`config.mk`:
```
export PLATFORM = sky130hd
export DESIGN_NAME = rope_ram
export DESIGN_NICKNAME = d
export VERILOG_FILES = /design/src/rtl/rope_ram.sv
export SDC_FILE = /design/constraint.sdc
export NUM_CORES = 2
export LEC_CHECK = 0
export BUFFER_PORTS_ARGS = -buffer_cell sky130_fd_sc_hd__buf_4
export CORE_MARGIN = 2
export CORE_UTILIZATION = 45
export DETAILED_ROUTE_END_ITERATION = 16
export SLEW_MARGIN = 20
export SYNTH_ARGS = -nofsm -noshare
export SYNTH_HDL_FRONTEND = slang
export SYNTH_SLANG_ARGS = --single-unit
```
`constraint.sdc`:
```
create_clock -name i_clk -period 6 [get_ports i_clk]
set_input_delay 0.3 -clock i_clk [delete_from_list [all_inputs] [get_ports i_clk]]
set_output_delay 0.3 -clock i_clk [all_outputs]
set_load 0.01 [all_outputs]
```
`src/rtl/rope_ram.sv`:
```
// Generic single-write, single-read RAM with registered read data.
`default_nettype none
module rope_ram #(
    parameter int WIDTH = 32,
    parameter int DEPTH = 64,
    parameter int AW    = (DEPTH > 1) ? $clog2(DEPTH) : 1
) (
    input  wire logic             i_clk,
    input  wire logic             i_we,
    input  wire logic [AW-1:0]    i_waddr,
    input  wire logic [WIDTH-1:0] i_wdata,
    input  wire logic             i_re,
    input  wire logic [AW-1:0]    i_raddr,
    output logic      [WIDTH-1:0] o_rdata
);
    logic [WIDTH-1:0] r_mem [DEPTH];

    always_ff @(posedge i_clk) begin
        if (i_we) begin
            r_mem[i_waddr] <= i_wdata;
        end
        if (i_re) begin
            o_rdata <= r_mem[i_raddr];
        end
    end
endmodule
`default_nettype wire

```
==> impl_metrics.yaml <==
hold_path:
  min-delay-path-class: "in -> reg"
timing:
  tns_ns: 0
  report.final.hold_viol_count: 0
  fin_ws_ns: 2.79
  setup_viol_count_final: 0
  worst_pin_slew_ns: 1.14
  slew_headroom_pct: 23.8
  whs_ns: 0.0430
  fmax_ghz: 0.312
  period_needed_ns: 3.21
  fin_crit_sh_pct: 53.5
  rsz0062_at_grt: "no"
  finClkSkew_ns: 0.0243
  drv_slew: 0
worst_setup_path:
  worst_path_largest_cell_delay_ns: 0.81
  crit_chain: "buf_8 > buf_12 > buf_12 > mux4_2 > mux4_2 > o22ai_1 > nor2_1"
  crit_family: "buffers and inverters"
  worstSetupStartpointType: "input pin"
  path_buf_inv: 3
  cp_slowest_cell: "o22ai_1"
  critPathMaxFanout: 64
  crit_arrival_ns: 3.76
  cp.required_ns: 6.55
  path_class: "in -> reg"
  crit_path_end_kind: "flip-flop"
place:
  gp_congestion: 0.811
  numPortBuffers: 78
  placed_cells: 5652
  pre_cts_ws_ns: 1.78
  hpwl_um: 110000
clocking:
  cts_sinks: 2080
  cts_tree: "yes"
  cts_root_buffer: "clkbuf_16"
  clk_latency_ns: 0.85
  cts_resized: 0
  clock_path_buffers: 3
  clkTransAtPathRegs_ns: 0.06
  cts_buffers: 201
  htreeDepth: 4
logic_synthesis:
  synthCells: 3324
  synth_seq_cells: 2080
  syn-num-nets: 3371
  synth-seq-area-share_pct: 79.2
  synth_cell_type_count: 33
  synth_warnings: 0
  synth.avg_cell_area_um2: 23.7
  netlist_area_um2: 78800
cells_and_area:
  fin_util_pct: 51.3
  area_growth_pct: 13.2
  layout_commonest_cell: "edfxtp_1"
  layout-drive-gt1-share_pct: 28.8
  fillers: 13400
  fin_cells: 6030
  layout_common_cells: "2080 x edfxtp_1, 544 x mux4_2, 201 x clkbuf_16"
  final_nets: 3583
drt:
  num_vias: 37000
  drt-initial-drc-count: 4770
  wirelength_um: 208000
  ant_nets: 0
  via_per_inst: 6.14
  drtPass1Iterations: 6
  routedWlPerCell_um: 34.5
  post-route-drc-count: 0
run:
  max_cap_viol_count: 0
outcome:
  outcome: "finished, final reports clean"
die:
  rows: 153
  fp.dieH_um: 423
  fp.dieArea_um2: 179000
  die_w_um: 423
  ios: 79
  core_um2: 174000
  start_util_pct: 45.3
global_routing:
  grt_max_degree: 87
  grt_first_pass_wirelength_um: 290000
  track_usage_pct: 23.3
  grt_pass1_vias: 37000
  antenna_found_initial: 11
  grt_overflow: 0
power_and_ir_drop:
  powerDensity_nw_per_um2: 334
  vdd_drop_max_v: 0.000304
  p_leak_nw: 27.4
## cells in the mapped netlist
cell type  instances  area share [%]
or2_1              1          0.0079
mux4_2           544              16
a41o_1             4           0.051
buf_6              5           0.071
nand3_1            5           0.032
nand2_1           26            0.12
nand4b_1           1           0.011
or3_1              3           0.024
nor3_1             7           0.044
a311oi_1           8           0.089
nand2b_1           8           0.063
or2_0              1          0.0079
buf_4             25            0.24
a22oi_1           12            0.11
or2_2              1          0.0079
edfxtp_1        2080              79
mux2i_1           93             1.2
and2_1             2           0.016
or3b_1             2           0.022
nand4_1            2           0.016
a31oi_1            1          0.0079
buf_1             21            0.10
o22ai_1           84            0.67
clkbuf_1          74            0.35
nor2_1           137            0.65
o221ai_1          27            0.30
o32ai_1            4           0.044
buf_2             57            0.36
nor2b_1           15            0.12
nand3b_1           5           0.048
a21oi_1           62            0.39
and3_1             4           0.032
or3b_2             3           0.033
## registers in the layout (all words and copies together), names as in the netlist
register,flops
o_rdata,32
r_mem,2048
## metal layers
metal	wire length (µm)	track usage, %
met2	99900	36.8
met3	17000	4.40
met1	85000	33.4
met5	33	0
met4	6090	7.04
## repair_timing
action,in CTS,in global routing
hold buffers,6,0
endpoints found under the hold margin,90,0
buffers inserted,0,0
## worst paths after layout
check | from | end | slack [ns] | cells after the start
setup reg to reg | r_mem[13][25] | o_rdata[25] | 3.42 | 4
hold / removal | i_wdata[29] | r_mem[59][29] | 0.04 | 1
hold reg to reg | r_mem[12][4] | o_rdata[4] | 0.87 | 4
setup / recovery | i_raddr[0] | o_rdata[25] | 2.79 | 7
## metrics by stage
step	instance area, µm²	power, mW
floorplan	78800	17.2
global placement	82900	18.0
detailed placement	82900	18.0
CTS	89200	30.0
global route	89200	30.6
finish	89200	29.8
## kinds of logic (layout without fill, tap and decap cells)
family,after synthesis,in the layout,share of synthesized area [%]
buf+inv,182,555,1.12
compound gates,202,202,1.67
mux,637,637,16.7
simple gates,223,223,1.26
other cells,0,8,0
flops,2080,2080,79.2
## area by class of cell
| cell class | count | area (µm²) | area share [%] |
|---|---|---|---|
| Clock inverter | 110 | 950 | 1.06 |
| Antenna cell | 8 | 20.0 | 0.0224 |
| Timing Repair Buffer | 191 | 1650 | 1.85 |
| Tap cell | 2325 | 2910 | 3.26 |
| Sequential cell | 2080 | 62500 | 70.0 |
| Multi-Input combinational cell | 1062 | 16000 | 17.9 |
| Clock buffer | 254 | 5230 | 5.86 |
## power breakdown
group,switching [mW],total (mW),internal (mW),leakage (nW)
Sequential,0.0595,16.2,16.1,18.7
Combinational,0.997,1.54,0.542,5.70
Clock,5.35,12.1,6.71,3.01
(Power assumes the default switching activity.)
